File: config.mk
export PLATFORM = sky130hd
export DESIGN_NAME = comment_string_blanker
export DESIGN_NICKNAME = d
export VERILOG_FILES = /design/src/csb_pkg.sv /design/src/csb_lexer.sv /design/src/comment_string_blanker.sv
export VERILOG_INCLUDE_DIRS = /design/src /design/src/src
export SDC_FILE = /design/constraint.sdc
export NUM_CORES = 1
export LEC_CHECK = 0
export ABC_AREA = 1
export BUFFER_PORTS_ARGS = -buffer_cell sky130_fd_sc_hd__buf_2
export CAP_MARGIN = 5
export CORE_MARGIN = 5
export CORE_UTILIZATION = 26
export CTS_CLUSTER_DIAMETER = 100
export CTS_CLUSTER_SIZE = 10
export DETAILED_ROUTE_END_ITERATION = 12
export PLACE_DENSITY = 0.5
export SLEW_MARGIN = 20
export SYNTH_ARGS = -nofsm -noshare
export SYNTH_HDL_FRONTEND = slang
export SYNTH_SLANG_ARGS = --single-unit
File: constraint.sdc
create_clock -name clk -period 3.29 [get_ports clk]
set_clock_uncertainty 0.2 [all_clocks]
set_input_delay 0.1645 -clock clk [delete_from_list [all_inputs] [get_ports clk]]
set_output_delay 0.1645 -clock clk [all_outputs]
set_load 0.005 [all_outputs]
File: src/comment_string_blanker_defines.svh
// Assertion helpers used by comment_string_blanker.sv.
`ifndef COMMENT_STRING_BLANKER_DEFINES_SVH
`define COMMENT_STRING_BLANKER_DEFINES_SVH

// Same-cycle implication, checked outside reset.
`define CSB_ASSERT_NOW(label, clk, rst, ante, cons, msg) \
  label: assert property (@(posedge clk) disable iff (rst) (ante) |-> (cons)) \
    else $error(msg);

// Next-cycle implication, checked outside reset.
`define CSB_ASSERT_NEXT(label, clk, rst, ante, cons, msg) \
  label: assert property (@(posedge clk) disable iff (rst) (ante) |=> (cons)) \
    else $error(msg);

`endif

File: src/csb_pkg.sv
`timescale 1ns / 1ps
package csb_pkg;

  localparam int LOOKAHEAD_DEF   = 6;
  localparam int QUOTE_SLOTS_DEF = 4;

  // Lexer modes.
  localparam logic [2:0] MODE_NORMAL = 3'd0;
  localparam logic [2:0] MODE_LINE   = 3'd1;
  localparam logic [2:0] MODE_BLOCK  = 3'd2;
  localparam logic [2:0] MODE_STRING = 3'd3;
  localparam logic [2:0] MODE_TRIPLE = 3'd4;

  localparam logic [7:0] CHAR_SPACE     = 8'h20;
  localparam logic [7:0] CHAR_NEWLINE   = 8'h0A;
  localparam logic [7:0] CHAR_BACKSLASH = 8'h5C;
  localparam logic [7:0] CHAR_HASH      = 8'h23;

  // Configuration register indexes.
  localparam logic [2:0] REG_LINE_TEXT   = 3'd0;
  localparam logic [2:0] REG_LINE_LEN    = 3'd1;
  localparam logic [2:0] REG_BOPEN_TEXT  = 3'd2;
  localparam logic [2:0] REG_BOPEN_LEN   = 3'd3;
  localparam logic [2:0] REG_BCLOSE_TEXT = 3'd4;
  localparam logic [2:0] REG_BCLOSE_LEN  = 3'd5;
  localparam logic [2:0] REG_QUOTES      = 3'd6;
  localparam logic [2:0] REG_FLAGS       = 3'd7;

  typedef struct packed {
    logic [15:0] line_comment_text;
    logic [1:0]  line_open_len;
    logic [47:0] block_open_text;
    logic [2:0]  block_open_len;
    logic [31:0] block_close_text;
    logic [2:0]  block_close_len;
    logic [31:0] quote_chars;
    logic [2:0]  mode_flags;
  } cfg_t;

  typedef struct packed {
    logic [2:0] mode;
    logic [7:0] open_quote;
    logic [2:0] skip_count;
    logic       skip_blank;
  } lex_state_t;

  localparam lex_state_t LEX_RESET = '{mode: MODE_NORMAL, open_quote: 8'd0,
                                       skip_count: 3'd0, skip_blank: 1'b0};

endpackage

File: src/csb_lexer.sv
`timescale 1ns / 1ps
// Decides the output byte for the front of the window and the next lexer state.
module csb_lexer #(
  parameter int LOOKAHEAD   = csb_pkg::LOOKAHEAD_DEF,
  parameter int QUOTE_SLOTS = csb_pkg::QUOTE_SLOTS_DEF,
  localparam int FILL_W     = $clog2(LOOKAHEAD + 1)
) (
  input  logic [LOOKAHEAD-1:0][7:0] win,
  input  logic [FILL_W-1:0]         avail,
  input  csb_pkg::cfg_t             cfg,
  input  csb_pkg::lex_state_t       st,
  output logic [7:0]                out_byte,
  output csb_pkg::lex_state_t       st_next
);

  localparam int LINE_N  = (LOOKAHEAD < 2) ? LOOKAHEAD : 2;
  localparam int OPEN_N  = (LOOKAHEAD < 6) ? LOOKAHEAD : 6;
  localparam int CLOSE_N = (LOOKAHEAD < 4) ? LOOKAHEAD : 4;
  localparam int SLOT_N  = (QUOTE_SLOTS < 4) ? QUOTE_SLOTS : 4;

  logic [7:0] c;
  logic       strip;
  logic       line_hit, open_hit, close_hit;
  logic       c_is_quote;
  logic       slot_live;
  logic [2:0] mode;

  // Delimiter compares run in parallel across the window.
  always_comb begin
    line_hit = (cfg.line_open_len != 2'd0) &&
               (int'(cfg.line_open_len) <= int'(avail)) &&
               (int'(cfg.line_open_len) <= LINE_N);
    for (int k = 0; k < LINE_N; k++) begin
      if ((k < int'(cfg.line_open_len)) && (win[k] != cfg.line_comment_text[8*k +: 8]))
        line_hit = 1'b0;
    end

    open_hit = (cfg.block_open_len != 3'd0) &&
               (int'(cfg.block_open_len) <= int'(avail)) &&
               (int'(cfg.block_open_len) <= OPEN_N);
    for (int k = 0; k < OPEN_N; k++) begin
      if ((k < int'(cfg.block_open_len)) && (win[k] != cfg.block_open_text[8*k +: 8]))
        open_hit = 1'b0;
    end

    close_hit = (cfg.block_close_len != 3'd0) &&
                (int'(cfg.block_close_len) <= int'(avail)) &&
                (int'(cfg.block_close_len) <= CLOSE_N);
    for (int k = 0; k < CLOSE_N; k++) begin
      if ((k < int'(cfg.block_close_len)) && (win[k] != cfg.block_close_text[8*k +: 8]))
        close_hit = 1'b0;
    end
  end

  // A zero slot ends the quote list; a zero byte is never a quote.
  always_comb begin
    c_is_quote = 1'b0;
    slot_live  = 1'b1;
    for (int s = 0; s < SLOT_N; s++) begin
      if (cfg.quote_chars[8*s +: 8] == 8'd0) slot_live = 1'b0;
      if (slot_live && (win[0] == cfg.quote_chars[8*s +: 8])) c_is_quote = 1'b1;
    end
    if (win[0] == 8'd0) c_is_quote = 1'b0;
  end

  always_comb begin
    c        = win[0];
    strip    = cfg.mode_flags[2];
    st_next  = st;
    out_byte = c;
    mode     = st.mode;
    if (st.skip_count != 3'd0) begin
      // Trailing bytes of a token matched earlier.
      st_next.skip_count = st.skip_count - 3'd1;
      out_byte = st.skip_blank ? csb_pkg::CHAR_SPACE : c;
    end else begin
      if ((mode == csb_pkg::MODE_BLOCK) && (cfg.block_close_len == 3'd0))
        mode = csb_pkg::MODE_NORMAL;
      st_next.mode = mode;
      case (mode)
        csb_pkg::MODE_LINE: begin
          if (c == csb_pkg::CHAR_NEWLINE) st_next.mode = csb_pkg::MODE_NORMAL;
          else out_byte = csb_pkg::CHAR_SPACE;
        end
        csb_pkg::MODE_BLOCK: begin
          if (close_hit) begin
            st_next.skip_count = cfg.block_close_len - 3'd1;
            st_next.skip_blank = 1'b1;
            st_next.mode       = csb_pkg::MODE_NORMAL;
            out_byte           = csb_pkg::CHAR_SPACE;
          end else if (c != csb_pkg::CHAR_NEWLINE) begin
            out_byte = csb_pkg::CHAR_SPACE;
          end
        end
        csb_pkg::MODE_STRING: begin
          out_byte = strip ? csb_pkg::CHAR_SPACE : c;
          if (c == csb_pkg::CHAR_BACKSLASH) begin
            if (int'(avail) >= 2) begin
              st_next.skip_count = 3'd1;
              st_next.skip_blank = strip && (win[1] != csb_pkg::CHAR_NEWLINE);
            end
          end else if (c == st.open_quote) begin
            st_next.mode = csb_pkg::MODE_NORMAL;
          end else if (c == csb_pkg::CHAR_NEWLINE) begin
            st_next.mode = csb_pkg::MODE_NORMAL;
            out_byte     = c;
          end
        end
        csb_pkg::MODE_TRIPLE: begin
          if ((c == st.open_quote) && (int'(avail) >= 3) &&
              (win[1] == st.open_quote) && (win[2] == st.open_quote)) begin
            st_next.skip_count = 3'd2;
            st_next.skip_blank = strip;
            st_next.mode       = csb_pkg::MODE_NORMAL;
            out_byte           = strip ? csb_pkg::CHAR_SPACE : c;
          end else begin
            out_byte = (strip && (c != csb_pkg::CHAR_NEWLINE)) ? csb_pkg::CHAR_SPACE : c;
          end
        end
        default: begin
          st_next.mode = csb_pkg::MODE_NORMAL;
          if (cfg.mode_flags[0] && (int'(avail) >= 3) && c_is_quote &&
              (win[1] == c) && (win[2] == c)) begin
            st_next.mode       = csb_pkg::MODE_TRIPLE;
            st_next.open_quote = c;
            st_next.skip_count = 3'd2;
            st_next.skip_blank = strip;
            out_byte           = strip ? csb_pkg::CHAR_SPACE : c;
          end else if (open_hit) begin
            st_next.mode       = csb_pkg::MODE_BLOCK;
            st_next.skip_count = cfg.block_open_len - 3'd1;
            st_next.skip_blank = 1'b1;
            out_byte           = csb_pkg::CHAR_SPACE;
          end else if (line_hit) begin
            st_next.mode       = csb_pkg::MODE_LINE;
            st_next.skip_count = {1'b0, cfg.line_open_len} - 3'd1;
            st_next.skip_blank = 1'b1;
            out_byte           = csb_pkg::CHAR_SPACE;
          end else if (cfg.mode_flags[1] && (c == csb_pkg::CHAR_HASH)) begin
            st_next.mode = csb_pkg::MODE_LINE;
            out_byte     = csb_pkg::CHAR_SPACE;
          end else if (c_is_quote) begin
            st_next.mode       = csb_pkg::MODE_STRING;
            st_next.open_quote = c;
            out_byte           = strip ? csb_pkg::CHAR_SPACE : c;
          end
        end
      endcase
    end
  end

endmodule

File: src/comment_string_blanker.sv
`timescale 1ns / 1ps
// Streams source text at one byte per cycle while the output queue has room and
// returns the same bytes with comments (and, when enabled, string literals) turned
// into spaces; newlines are kept. Delimiters are matched against a LOOKAHEAD-byte
// window, so a byte is lexed once the window fills, that is once LOOKAHEAD-1 further
// bytes have been accepted, and is then registered into the output queue. After an
// item with tlast the input is held off while the window drains, one byte per cycle
// while the queue has room, for the at most LOOKAHEAD bytes left; the last of them
// carries tlast and the lexer returns to normal code for the next text. A two-entry
// output queue lets input flow while one result waits downstream.
`include "comment_string_blanker_defines.svh"
module comment_string_blanker #(
  parameter int LOOKAHEAD   = csb_pkg::LOOKAHEAD_DEF,
  parameter int QUOTE_SLOTS = csb_pkg::QUOTE_SLOTS_DEF
) (
  input  logic        clk,
  input  logic        rst,
  input  logic        s_axis_tvalid,
  output logic        s_axis_tready,
  input  logic [7:0]  s_axis_tdata,   // text_byte
  input  logic        s_axis_tlast,   // end_of_text
  output logic        m_axis_tvalid,
  input  logic        m_axis_tready,
  output logic [7:0]  m_axis_tdata,   // out_byte
  output logic        m_axis_tlast,   // out_last
  input  logic        cfg_valid,
  output logic        cfg_ready,
  input  logic [2:0]  cfg_index,
  input  logic [47:0] cfg_data
);

  localparam int FILL_W = $clog2(LOOKAHEAD + 1);
  localparam int IDX_W  = (LOOKAHEAD > 1) ? $clog2(LOOKAHEAD) : 1;
  localparam logic [FILL_W-1:0] FILL_FULL = FILL_W'(LOOKAHEAD);

  csb_pkg::cfg_t       cfg;
  csb_pkg::lex_state_t lex_st, lex_st_next;

  logic [LOOKAHEAD-1:0][7:0] win;
  logic [FILL_W-1:0]         fill;
  logic                      draining;
  logic [7:0]                lex_byte;
  logic                      lex_last;
  logic                      step, s_acc, pop;
  logic [IDX_W-1:0]          wr_idx;

  logic [1:0] ocnt;
  logic [7:0] q0_byte, q1_byte;
  logic       q0_last, q1_last;

  assign cfg_ready = 1'b1;

  always_ff @(posedge clk) begin
    if (rst) begin
      cfg <= '0;
    end else if (cfg_valid) begin
      case (cfg_index)
        csb_pkg::REG_LINE_TEXT:   cfg.line_comment_text <= cfg_data[15:0];
        csb_pkg::REG_LINE_LEN:    cfg.line_open_len     <= cfg_data[1:0];
        csb_pkg::REG_BOPEN_TEXT:  cfg.block_open_text   <= cfg_data[47:0];
        csb_pkg::REG_BOPEN_LEN:   cfg.block_open_len    <= cfg_data[2:0];
        csb_pkg::REG_BCLOSE_TEXT: cfg.block_close_text  <= cfg_data[31:0];
        csb_pkg::REG_BCLOSE_LEN:  cfg.block_close_len   <= cfg_data[2:0];
        csb_pkg::REG_QUOTES:      cfg.quote_chars       <= cfg_data[31:0];
        csb_pkg::REG_FLAGS:       cfg.mode_flags        <= cfg_data[2:0];
        default: ;
      endcase
    end
  end

  csb_lexer #(
    .LOOKAHEAD   (LOOKAHEAD),
    .QUOTE_SLOTS (QUOTE_SLOTS)
  ) u_lexer (
    .win      (win),
    .avail    (fill),
    .cfg      (cfg),
    .st       (lex_st),
    .out_byte (lex_byte),
    .st_next  (lex_st_next)
  );

  // The front byte is lexed once the window is full, or during a drain, while the output queue has room.
  assign step     = ((fill == FILL_FULL) || (draining && (fill != '0))) && (ocnt != 2'd2);
  assign lex_last = draining && (fill == FILL_W'(1));
  assign s_axis_tready = !draining && ((fill != FILL_FULL) || (ocnt != 2'd2));
  assign s_acc    = s_axis_tvalid && s_axis_tready;
  assign wr_idx   = step ? IDX_W'(fill - FILL_W'(1)) : IDX_W'(fill);

  always_ff @(posedge clk) begin
    if (step) begin
      for (int i = 0; i < LOOKAHEAD - 1; i++) win[i] <= win[i+1];
    end
    if (s_acc) win[wr_idx] <= s_axis_tdata;
  end

  always_ff @(posedge clk) begin
    if (rst) begin
      fill     <= '0;
      draining <= 1'b0;
      lex_st   <= csb_pkg::LEX_RESET;
    end else begin
      if (s_acc && !step)      fill <= fill + FILL_W'(1);
      else if (!s_acc && step) fill <= fill - FILL_W'(1);
      if (s_acc && s_axis_tlast) draining <= 1'b1;
      if (step) begin
        if (lex_last) begin
          draining <= 1'b0;
          lex_st   <= csb_pkg::LEX_RESET;
        end else begin
          lex_st <= lex_st_next;
        end
      end
    end
  end

  // Output queue: q0 is the head shown on the master side.
  assign pop           = m_axis_tvalid && m_axis_tready;
  assign m_axis_tvalid = (ocnt != 2'd0);
  assign m_axis_tdata  = q0_byte;
  assign m_axis_tlast  = q0_last;

  always_ff @(posedge clk) begin
    if (rst) begin
      ocnt <= 2'd0;
    end else begin
      if (step && !pop)      ocnt <= ocnt + 2'd1;
      else if (!step && pop) ocnt <= ocnt - 2'd1;
    end
  end

  always_ff @(posedge clk) begin
    if (pop) begin
      q0_byte <= step ? lex_byte : q1_byte;
      q0_last <= step ? lex_last : q1_last;
    end else if (step) begin
      if (ocnt == 2'd0) begin
        q0_byte <= lex_byte;
        q0_last <= lex_last;
      end else begin
        q1_byte <= lex_byte;
        q1_last <= lex_last;
      end
    end
  end

  `CSB_ASSERT_NEXT(a_hold_after_last, clk, rst, s_acc && s_axis_tlast, !s_axis_tready,
                   "input accepted right after the end of a text")
  `CSB_ASSERT_NEXT(a_drain_done, clk, rst, step && lex_last,
                   (fill == '0) && !draining && (lex_st == csb_pkg::LEX_RESET),
                   "window not empty or lexer not reset after the last byte")
  `CSB_ASSERT_NEXT(a_fill_grows, clk, rst, s_acc && !step,
                   fill == $past(fill) + FILL_W'(1),
                   "window fill did not advance on an accepted item")
  `CSB_ASSERT_NOW(a_fill_range, clk, rst, 1'b1, (fill <= FILL_FULL) && (ocnt <= 2'd2),
                  "window or output queue overflow")

endmodule
**Word level (Yosys, flattened, before mapping)**

Index checks and enable logic that the tools add are counted.

- Bitwise operators: 2
- $add $sub $neg: 8
- Equality and inequality tests: 57
- Multiplexer cells: 87
- $lt $le $gt $ge: 22
- Reduce and logical (&&, ||, !) cells: 87

Operators by type and width:

| kind | number |
|---|---|
| 2-to-1 mux 8 bit | 25 |
| != test 8 bit | 12 |
| 2-to-1 mux 40 bit | 2 |
| equality test 8 bit | 9 |
| bitwise mux 48 bit | 1 |
| logical AND 1 bit | 45 |
| 2-to-1 mux 3 bit | 14 |
| zero test 8 bit | 5 |
| one-hot mux 8 bit (4 select lines) | 1 |
| 2-to-1 mux 15 bit | 2 |
| 2-to-1 mux 1 bit | 29 |
| demux 8 bit (select 3 bit) | 1 |
| 2-to-1 mux 4 bit | 6 |
| AND reduction 2 bit | 10 |
| equality test 3 bit, second input constant | 6 |
| != test 3 x 2 -> 1 bit, second input constant | 6 |
| != test 4 x 2 -> 1 bit, second input constant | 4 |
| != test 8 x 4 -> 1 bit, second input constant | 2 |
| one-hot mux 4 bit (4 select lines) | 1 |
| equality test 3 x 2 -> 1 bit, second input constant | 5 |
| nonzero test 3 bit | 5 |
| AND reduction 7 bit | 2 |
| < comparator 1 x 3 -> 1 bit, first input constant | 4 |
| < comparator 2 x 3 -> 1 bit, first input constant | 4 |
| 36 further kinds | 62 |

- Register bits: 226
- Word-level logic and storage cells: 288
- Input port bits: 65
- Output and inout port bits: 12

**Depth between registers and ports, before layout**

Gate-level depths: netlist (run 1).

- Depth in word-level cells: 18
- Mapped depth: 20
- Mapped depth without buffers: 19

**Modules after synthesis**

Synthesis (run 1) repeated with hierarchy kept, for this count alone.

- Cell total of the unflattened synthesis: 1,991
- Area, all modules: 13,424.1 µm²

Modules (own cells, without submodules):

| module | sequential area each (µm²) | cells an instance | area each (µm²) | times used |
|---|---|---|---|---|
| comment_string_blanker | 4,784.6 | 1,120 | 8,747.1 | 1 |
| csb_lexer | 0.0 | 871 | 4,677.0 | 1 |

**Worst setup path after synthesis (run 1)**

OpenSTA, ideal clock, no wires.

- Kind: register -> register
- Start: reg fill[0]
- End: reg q0_byte[0], in the netlist m_axis_tdata[0], enable pin
- Clock period less this slack: 2,714 ps
- Library setup time: 387 ps
- Arrival: 2,127 ps
- Stages on the path, launching flop included: 9
- Setup slack: 576 ps
- Data required time: 2,703 ps
- Path buffers: 1
- Path through: dfxtp_1 -> inv_1 -> ha_1 -> nand2_1 -> nand2_1 -> a21oi_4 -> inv_2 -> clkbuf_1 -> o21ai_0

- Cells in the longest elaborated chain, start to end: 6
- Elaborated cells on any way between the ends: 7
- Classes of those cells: eq/ne: 1; reduce/logical: 6

RTL lines:

| what | RTL line | RTL |
|---|---|---|
| from (decl) | comment_string_blanker.sv:40 | `logic [FILL_W-1:0] fill;` |
| from (signal assigned) | comment_string_blanker.sv:103 | `if (s_acc && !step) fill <= fill + FILL_W'(1);` |
| from (signal assigned) | comment_string_blanker.sv:104 | `else if (!s_acc && step) fill <= fill - FILL_W'(1);` |
| nonzero test 3 bit | comment_string_blanker.sv:84 | `assign step = ((fill == FILL_FULL) \|\| (draining && (fill != '0))) && (ocnt != 2'd2);` |
| logical AND 1 bit | comment_string_blanker.sv:84 |  |
| logical OR 1 bit * | comment_string_blanker.sv:84 |  |
| logical AND 1 bit * | comment_string_blanker.sv:84 |  |
| nonzero test 2 bit (no line) * | -- |  |
| AND reduction 2 bit (no line) * | -- |  |
| to (signal assigned) | comment_string_blanker.sv:134 | `q0_byte <= step ? lex_byte : q1_byte;` |
| to (signal assigned) | comment_string_blanker.sv:138 | `q0_byte <= lex_byte;` |
| to (decl) | comment_string_blanker.sv:48 | `logic [7:0] q0_byte, q1_byte;` |

Every way passes the cells marked *; elsewhere a longest branch is shown, timed or not.
A chain may end at the register's enable or synchronous reset.

**Worst setup path in the final report (run 1)**

- Start: reg fill[1]
- End: reg q0_byte[7], in the netlist m_axis_tdata[7] (data pin)

- Cells in the longest elaborated chain, start to end: 16
- Elaborated cells on any way between the ends: 45
- Classes of those cells: order compare: 4; eq/ne: 1; mux: 23; reduce/logical: 17

RTL lines:

| what | RTL line | RTL |
|---|---|---|
| less-or-equal comparator 3 bit | csb_lexer.sv:39 | `(int'(cfg.block_open_len) <= int'(avail)) &&` |
| logical AND 1 bit | csb_lexer.sv:38 | `open_hit = (cfg.block_open_len != 3'd0) &&` |
| logical AND 1 bit | csb_lexer.sv:39 |  |
| 2-to-1 mux 1 bit (6 in series) | csb_lexer.sv:42 | `if ((k < int'(cfg.block_open_len)) && (win[k] != cfg.block_open_text[8*k +: 8]))` |
| 2-to-1 mux 8 bit | csb_lexer.sv:129 | `end else if (open_hit) begin` |
| 2-to-1 mux 8 bit | csb_lexer.sv:122 | `if (cfg.mode_flags[0] && (int'(avail) >= 3) && c_is_quote &&` |
| one-hot mux 8 bit (4 select lines) * | csb_lexer.sv:80 | `case (mode)` |
| 2-to-1 mux 8 bit * | csb_lexer.sv:72 | `if (st.skip_count != 3'd0) begin` |
| via lex_byte[7] | comment_string_blanker.sv:42 | `logic [7:0] lex_byte;` |
| 2-to-1 mux 8 bit | comment_string_blanker.sv:137 | `if (ocnt == 2'd0) begin` |
| 2-to-1 mux 8 bit | comment_string_blanker.sv:136 | `end else if (step) begin` |
| 2-to-1 mux 8 bit * | comment_string_blanker.sv:133 | `if (pop) begin` |

The timed path passes the listed nets; every way through them passes the cells marked *. The select of a mux whose other input is x is not followed.

==> summary.md, run 1 <==
| Metric | Value |
|---|---|
| Outcome | `finished, final reports clean` |
| Switching Fraction | `between 40% and 50%` |
| Period utilization | `roughly nine tenths` |
| GR Util met2 | `27.0%` |
| Total gr overflow | `0` |
| Initial antenna violation count | `0` |
| Worst r2r src | `fill[1]` |
| Num CTS Buffers | `26` |
| Syn-to-layout area delta | `19.2%` |
| Comb pwr share | `approximately two fifths` |
| Critical path's most frequent cell | `nand2_1` |
| DRT Wirelength | `about 44000 um` |
| Max-slew violation count | `0` |
| Place WS | `between 300 and 400 ps` |
| CP Data Required Time | `approximately 3400 ps` |
| Post-synth EDFFs | `26` |
| Routed via count | `roughly 12000` |
| FMAX | `approximately 340 MHz` |
| Met1 Track Usage GR | `21.5%` |
| GPL Wtd Cong | `between 0.8 and 0.9` |
| Syn. warnings | `0` |
| Core Area | `approximately 48000 sq um` |
| PwrDens | `~700 nW/um^2` |
| Switching power | `approximately 4400 uW` |
| WL per Instance | `16.7 um` |
| # DRC | `0` |
| I/O pin cnt | `just under 80` |
| Synth Register Bits | `226` |
| Syn Inst Count | `~1900` |
| DRT iter0 DRCs | `between 700 and 800` |
| CTS root buf | `clkbuf_16` |
| Peak VDD IR | `about 0.00036 V` |
| Chip width | `approximately 230 um` |
| Top cell type's share of synthesized area | `a little under a third` |
| RSZ-0062 raised after global routing | `false` |
| Clock sinks | `roughly 230` |
| Slew @ Worst Pin | `between 700 and 800 ps` |
| Sequential share of power | `about a third` |
| Seq/Total Area, Yosys | `a little under two fifths` |
| Setup TNS | `0 ps` |
| Nets | `between 2000 and 2500` |
| Largest net degree at the start of global routing | `72` |
| Final worst slack | `approximately 320 ps` |
| Vias in the first global route | `between 10000 and 15000` |
| Clock slew at reported path FFs | `60 ps` |
| GRT met3 Usage | `2.62%` |
| Synth Cell Area | `12600 sq um` |
| Antenna-violating nets left | `0` |
| Busiest layer in global routing | `met2` |
| Max H-tree Level | `1` |
| CTS tree | `yes` |
| Clk pwr share | `about a quarter` |
| Crit Path Max Fanout | `8` |
| Fillers | `about 5200` |
| Power Internal | `6310 uW` |
| Starting density of the core | `about a quarter` |
| Total Power | `10700 uW` |
| Row Count | `80` |
| Syn avg cell area | `between 6 and 7 sq um` |
| Port-buffer cells | `between 70 and 80` |
| Final HPWL DP | `32000 um` |
| Period minus WS final | `2970 ps` |
| Antenna Cells | `0` |
| Hold Slack | `roughly 21 ps` |
| FFs w/ async S/R, synth | `0%` |
| Worst r2r path cells | `16` |
| First drt pass iteration count | `5` |
| Synth Net Count | `1952` |
| Vias per inst | `around 4.7` |
| Leak | `roughly 0.0065 uW` |
| Crit-path slowest cell | `o21ai_0` |
| Distinct cell type count after synthesis | `52` |
| Worst EP arrival | `a little over 3000 ps` |
| Maximum capacitance violations | `0` |
| Postcts setup bufs | `0` |
| Clock latency on the worst-skew pair | `540 ps` |
| Synth area leader | `dfxtp_1` |
| Gr usage total | `roughly 16%` |
| Critical path, cell by cell | `inv_1 -> ha_1 -> inv_1 -> nor2_1 -> o21ai_0 -> nand2_1 -> nor3_1 -> nand2_1 -> inv_1 -> nor2_2 -> nand2_1 -> o21ai_0 -> nand2_1 -> nand2_1 -> nand2_1 -> nand2_1` |
| Startpoint types | `flip-flop` |
| R2R Path End | `m_axis_tdata[7]` |
| Worst setup EP type | `flip-flop` |
| Die Area | `around 53000 sq um` |
| Primary FF master, synth | `dfxtp_1` |
| Critical Path Sink | `m_axis_tdata[7]` |
| Hold Vio Cnt, Final | `0` |
| Final setup viols | `0` |
| Die Ht | `approximately 230 um` |
| CP Launch Point | `fill[1]` |
| Layout cells sized above 1 | `9.99%` |
| Flop2flop setup slack | `~320 ps` |
| First-pass GRT wire length | `68100 um` |
| Max Buffers Root-to-Sink | `3` |
| Max incr delay on CP | `~420 ps` |
| Hold Crit Class | `in -> reg` |
| Slew HR | `around 53%` |
| Synth area leaders | `dfxtp_1 (32%), nand2_1 (13%), o21ai_0 (10%)` |
| WS Path Type | `reg -> reg` |
Yosys cell counts, drive strengths merged, types with 14 or more instances:
master and count:
o21ai 261, nand2 450, a21oi 102, edfxtp 26, xnor2 76, nand4 23, nand3 55, inv 171
nor2 312, xor2 14, buf 39, dfxtp 200, ha 25, clkbuf 51, nor3 15
through the flow:
step,utilization [%],cell area (sq um),instances
after floorplan,-,12600,1862
after global placement,28.5,13700,2507
after detailed placement,28.5,13700,2507
after CTS,31.4,15000,2607
after global routing,31.4,15000,2607
final,31.4,15000,2607
worst max-delay path, delay by kind of cell (launching register included):
family / cells / cell delay [ps]
buffers and inverters: 3 / 340
AND/OR/NAND/NOR: 10 / 900
AO/OA/AOI/OAI: 2 / 540
flip-flops: 1 / 410
adder cells (fa/ha/maj): 1 / 340
worst min path at each step:
stage / startpoint / slack [ps] / cells past startpoint / end
after global placement: s_axis_tdata[0] / 170 / 1 / win[40]
after CTS: cfg_valid / 3 / 5 / cfg[2]
final: cfg_valid / 20 / 5 / cfg[1]
after global routing: cfg_valid / 110 / 7 / cfg[122]
after floorplan: s_axis_tdata[0] / 60 / 0 / win[40]
after detailed placement: s_axis_tdata[0] / 170 / 1 / win[40]
power groups by stage:
stage | sequential [uW] | clock (uW) | combinational [uW]
3_5_place_dp | 3730 | 0 | 4300
5_1_grt | 3740 | 2790 | 4960
6_report | 3690 | 2620 | 4400
2_1_floorplan | 3490 | 0 | 3160
4_1_cts | 3680 | 2700 | 4380
3_3_place_gp | 3740 | 0 | 4260
logic make-up (layout without fill, tap and decap cells):
logic type               count (synthesis)  count (layout)  synth area share (%)
multiplexers                             1               1                0.0795
flip-flops                             226             226                  38.0
buffers and inverters                  266             396                  8.85
other                                    1               1                0.0298
XOR/XNOR                                90              90                  6.26
adder cells (fa/ha/maj)                 25              25                  2.48
AO/OA/AOI/OAI                          386             386                  16.0
AND/OR/NAND/NOR                        867             867                  28.3
flip-flops by register name, summed over array words and instances (netlist names), 2 cells and up:
register      flops
lex_st           15
cfg             139
q1_byte           8
m_axis_tdata      8
fill              3
win              48
ocnt              2
timing repair:
| action | CTS | global route |
|---|---|---|
| setup endpoints to repair | 0 | 0 |
| gates resized for setup | 0 | 0 |
| hold endpoints to repair | 213 | 0 |
| hold buffers | 65 | 0 |
cell type report:
| cell class | instances | area (sq um) | area share, % |
|---|---|---|---|
| Inverter | 176 | 664 | 4.43 |
| Timing Repair Buffer | 185 | 1390 | 9.25 |
| Clock inverter | 1 | 5.00 | 0.0333 |
| Multi-Input combinational cell | 1370 | 6700 | 44.6 |
| Clock buffer | 34 | 702 | 4.68 |
| Tap cell | 615 | 769 | 5.13 |
| Sequential cell | 226 | 4780 | 31.9 |
layer usage:
layer	part of all wire, %	wire length (um)
met1	46	19900
met5	0	0
met4	2.3	1020
met3	5.4	2340
met2	46	20200
cell usage in the layout, fill, tap and decap left out, drive strengths merged, types with 14 or more instances in the layout:
cell type | synthesis | routed
nand2 | 450 | 450
nor2 | 312 | 312
o21ai | 261 | 261
dfxtp | 200 | 200
inv | 171 | 171
buf | 39 | 120
a21oi | 102 | 102
xnor2 | 76 | 76
dlygate4sd3 | 0 | 65
nand3 | 55 | 55
clkbuf | 51 | 34
edfxtp | 26 | 26
ha | 25 | 25
nand4 | 23 | 23
nor3 | 15 | 15
xor2 | 14 | 14
Note: power is estimated with default switching activity, not from simulation.
==> run 2, diff against run 1 <==
GPL_TIMING_DRIVEN = 0   (was unset)
==> run 2 against run 1 <==
Effect of this change: first-iteration DRC count increased by 25%; critical path depth increased by 2; clock power increased by 4%; highest routed layer unchanged; largest cell class unchanged; sequential power decreased by 4%; via count increased by 2.7%.
==> summary.md, run 2 (synthesized netlist as in run 1, its figures left out) <==
| Metric | Value |
|---|---|
| Switching power | `4650 uW (+5.8%)` |
| Antenna-violating nets left | `0 (unchanged)` |
| Vias in the first global route | `12200 (+2.0%)` |
| Die Ht | `230 um (unchanged)` |
| Slew @ Worst Pin | `970 ps (+258 ps)` |
| Core Area | `47800 sq um (unchanged)` |
| Worst EP arrival | `3150 ps (+80 ps)` |
| Die Area | `53000 sq um (unchanged)` |
| FMAX | `327 MHz (-2.7%)` |
| Total gr overflow | `0 (unchanged)` |
| Worst setup EP type | `flip-flop` |
| Max-slew violation count | `0 (unchanged)` |
| Comb pwr share | `43.2% (+2.1 points)` |
| Outcome | `finished, final reports clean` |
| First drt pass iteration count | `5 (unchanged)` |
| Maximum capacitance violations | `0 (unchanged)` |
| Setup TNS | `0 ps (unchanged)` |
| I/O pin cnt | `77 (unchanged)` |
| Final HPWL DP | `36500 um (+14%)` |
| CP Data Required Time | `3390 ps (about the same)` |
| Commonest non-fill, non-tap cell in the layout | `nand2_1` |
| Placed insts | `2551 (+1.8%)` |
| Initial antenna violation count | `1 (+1)` |
| Max Buffers Root-to-Sink | `3 (unchanged)` |
| Power Internal | `6360 uW (+0.92%)` |
| Clock sinks | `226 (unchanged)` |
| Layout cells sized above 1 | `9.86% (-0.13 points)` |
| Chip width | `230 um (unchanged)` |
| Syn-to-layout area delta | `20.4%` |
| Startpoint types | `flip-flop` |
| Clk pwr share | `24.8% (+0.3 points)` |
| Num CTS Buffers | `26 (unchanged)` |
| Placed instance area | `13700 sq um (+0.66%)` |
| Vias per inst | `4.73 (+0.93%)` |
| Max FFs per register | `139 (unchanged)` |
| Gr usage total | `17.8% (+1.7 points)` |
| Biggest regs | `cfg (139), win (48), lex_st (15)` |
| Most flop-heavy register | `cfg` |
| WL per Instance | `18.1 um (+8.3%)` |
| Switching Fraction | `42.2% (+1.1 points)` |
| Port-buffer cells | `74 (-1.3%)` |
| GPL Wtd Cong | `0.914 (+4.3%)` |
| Largest net degree at the start of global routing | `15 (-79%)` |
| DRT Wirelength | `48000 um (+10%)` |
| Place WS | `-317 ps (-633 ps)` |
| Peak VDD IR | `0.000386 V (+6.9%)` |
| Period minus WS final | `3060 ps (+82.7 ps)` |
| Max H-tree Level | `1 (unchanged)` |
| Row Count | `80 (unchanged)` |
| Clock slew at reported path FFs | `60 ps (about the same)` |
| Crit Path Max Fanout | `9 (+1)` |
| # DRC | `0 (unchanged)` |
| CTS tree | `yes` |
| Clock latency on the worst-skew pair | `580 ps (+40 ps)` |
| Finished Cell Area | `15200 sq um (+1.1%)` |
| WS Path Type | `reg -> reg` |
| Final worst slack | `235 ps (-82.7 ps)` |
| Starting density of the core | `26.3% (unchanged)` |
| Nets | `2122 (+2.3%)` |
| Hold Slack | `93.9 ps (+72.5 ps)` |
| Final setup viols | `0 (unchanged)` |
| Slew HR | `35.3% (-17 points)` |
| Leak | `0.00651 uW (+0.57%)` |
| Routed via count | `12600 (+2.7%)` |
| DRT iter0 DRCs | `990 (+25%)` |
| Final Instance Count excl. Fillers | `2654 (+1.8%)` |
| PwrDens | `726 nW/um^2 (+1.8%)` |
| Most frequent cells in the layout | `nand2_1 (442), nor2_1 (301), o21ai_0 (253), dfxtp_1 (198), inv_1 (156)` |
| First-pass GRT wire length | `73800 um (+8.4%)` |
| RSZ-0062 raised after global routing | `false` |
| Period utilization | `92.9% (+2.5 points)` |
| CTS root buf | `clkbuf_16` |
| Sequential share of power | `32.0% (-2.4 points)` |
| Hold Crit Class | `in -> reg` |
| Hold Vio Cnt, Final | `0 (unchanged)` |
| Antenna Cells | `0 (unchanged)` |
-- run 2: power by group through the flow --
stage | Clock (uW) | Sequential (uW) | Combinational [uW]
floorplan | 0 | 3490 | 3160
global placement | 0 | 3570 | 4590
detailed placement | 0 | 3570 | 4620
CTS | 2790 | 3520 | 4720
global route | 2890 | 3570 | 5320
finish | 2730 | 3530 | 4760
-- run 2: final timing paths --
check | start | end | slack (ps) | cells past startpoint
hold / removal | s_axis_tvalid | win[32] | 90 | 6
setup / recovery | win[14] | m_axis_tdata[6] | 230 | 18
hold reg to reg | cfg[86] | cfg[86] | 270 | 2
setup reg to reg | win[14] | m_axis_tdata[6] | 230 | 18
-- run 2: timing repair --
item	CTS	global route
setup endpoints to repair	18	68
endpoints found under the hold margin	203	0
resized for setup	5	3
hold buffers	64	0
setup buffers	0	4
-- run 2: area by class of cell --
class,instances,area (sq um)
Clock inverter,2,60.1
Buffer,90,454
Tap cell,615,769
Sequential cell,226,4790
Inverter,176,663
Clock buffer,33,677
Fill cell,5220,32700
Multi-Input combinational cell,1370,6720
Timing Repair Buffer,142,1040
-- run 2: metal layers --
| metal | GRT usage (%) | share of wire [%] | wire length (um) | vias to the layer above |
|---|---|---|---|---|
| li1 | - | - | - | 6294 |
| met2 | 29.8 | 46 | 22200 | 322 |
| met3 | 2.92 | 5.7 | 2730 | 69 |
| met5 | 0 | 0 | 0 | - |
| met1 | 24.0 | 45 | 21800 | 5879 |
| met4 | 4.33 | 2.7 | 1270 | 0 |
-- run 2: per-stage QoR --
stage	total power, uW	utilization [%]
after floorplan	6650	-
after global placement	8160	28.7
after detailed placement	8200	28.7
after CTS	11000	31.6
after global routing	11800	31.7
final	11000	31.7
-- run 2: critical path: stages (launching register included) --
cell     delay [ps]
dfxtp_1         300
buf_2           280
inv_1           190
nand2_1          90
nand2_1          50
nor2_1           80
nand2_1          70
nor2_1          380
nand3_1         140
nand2_1          90
nand2_2         100
nor2_4          190
nor2_2           90
nand2_1         140
o21ai_0         100
nand2_1          70
nand2_1          70
nand2_1          70
nand2_1          60
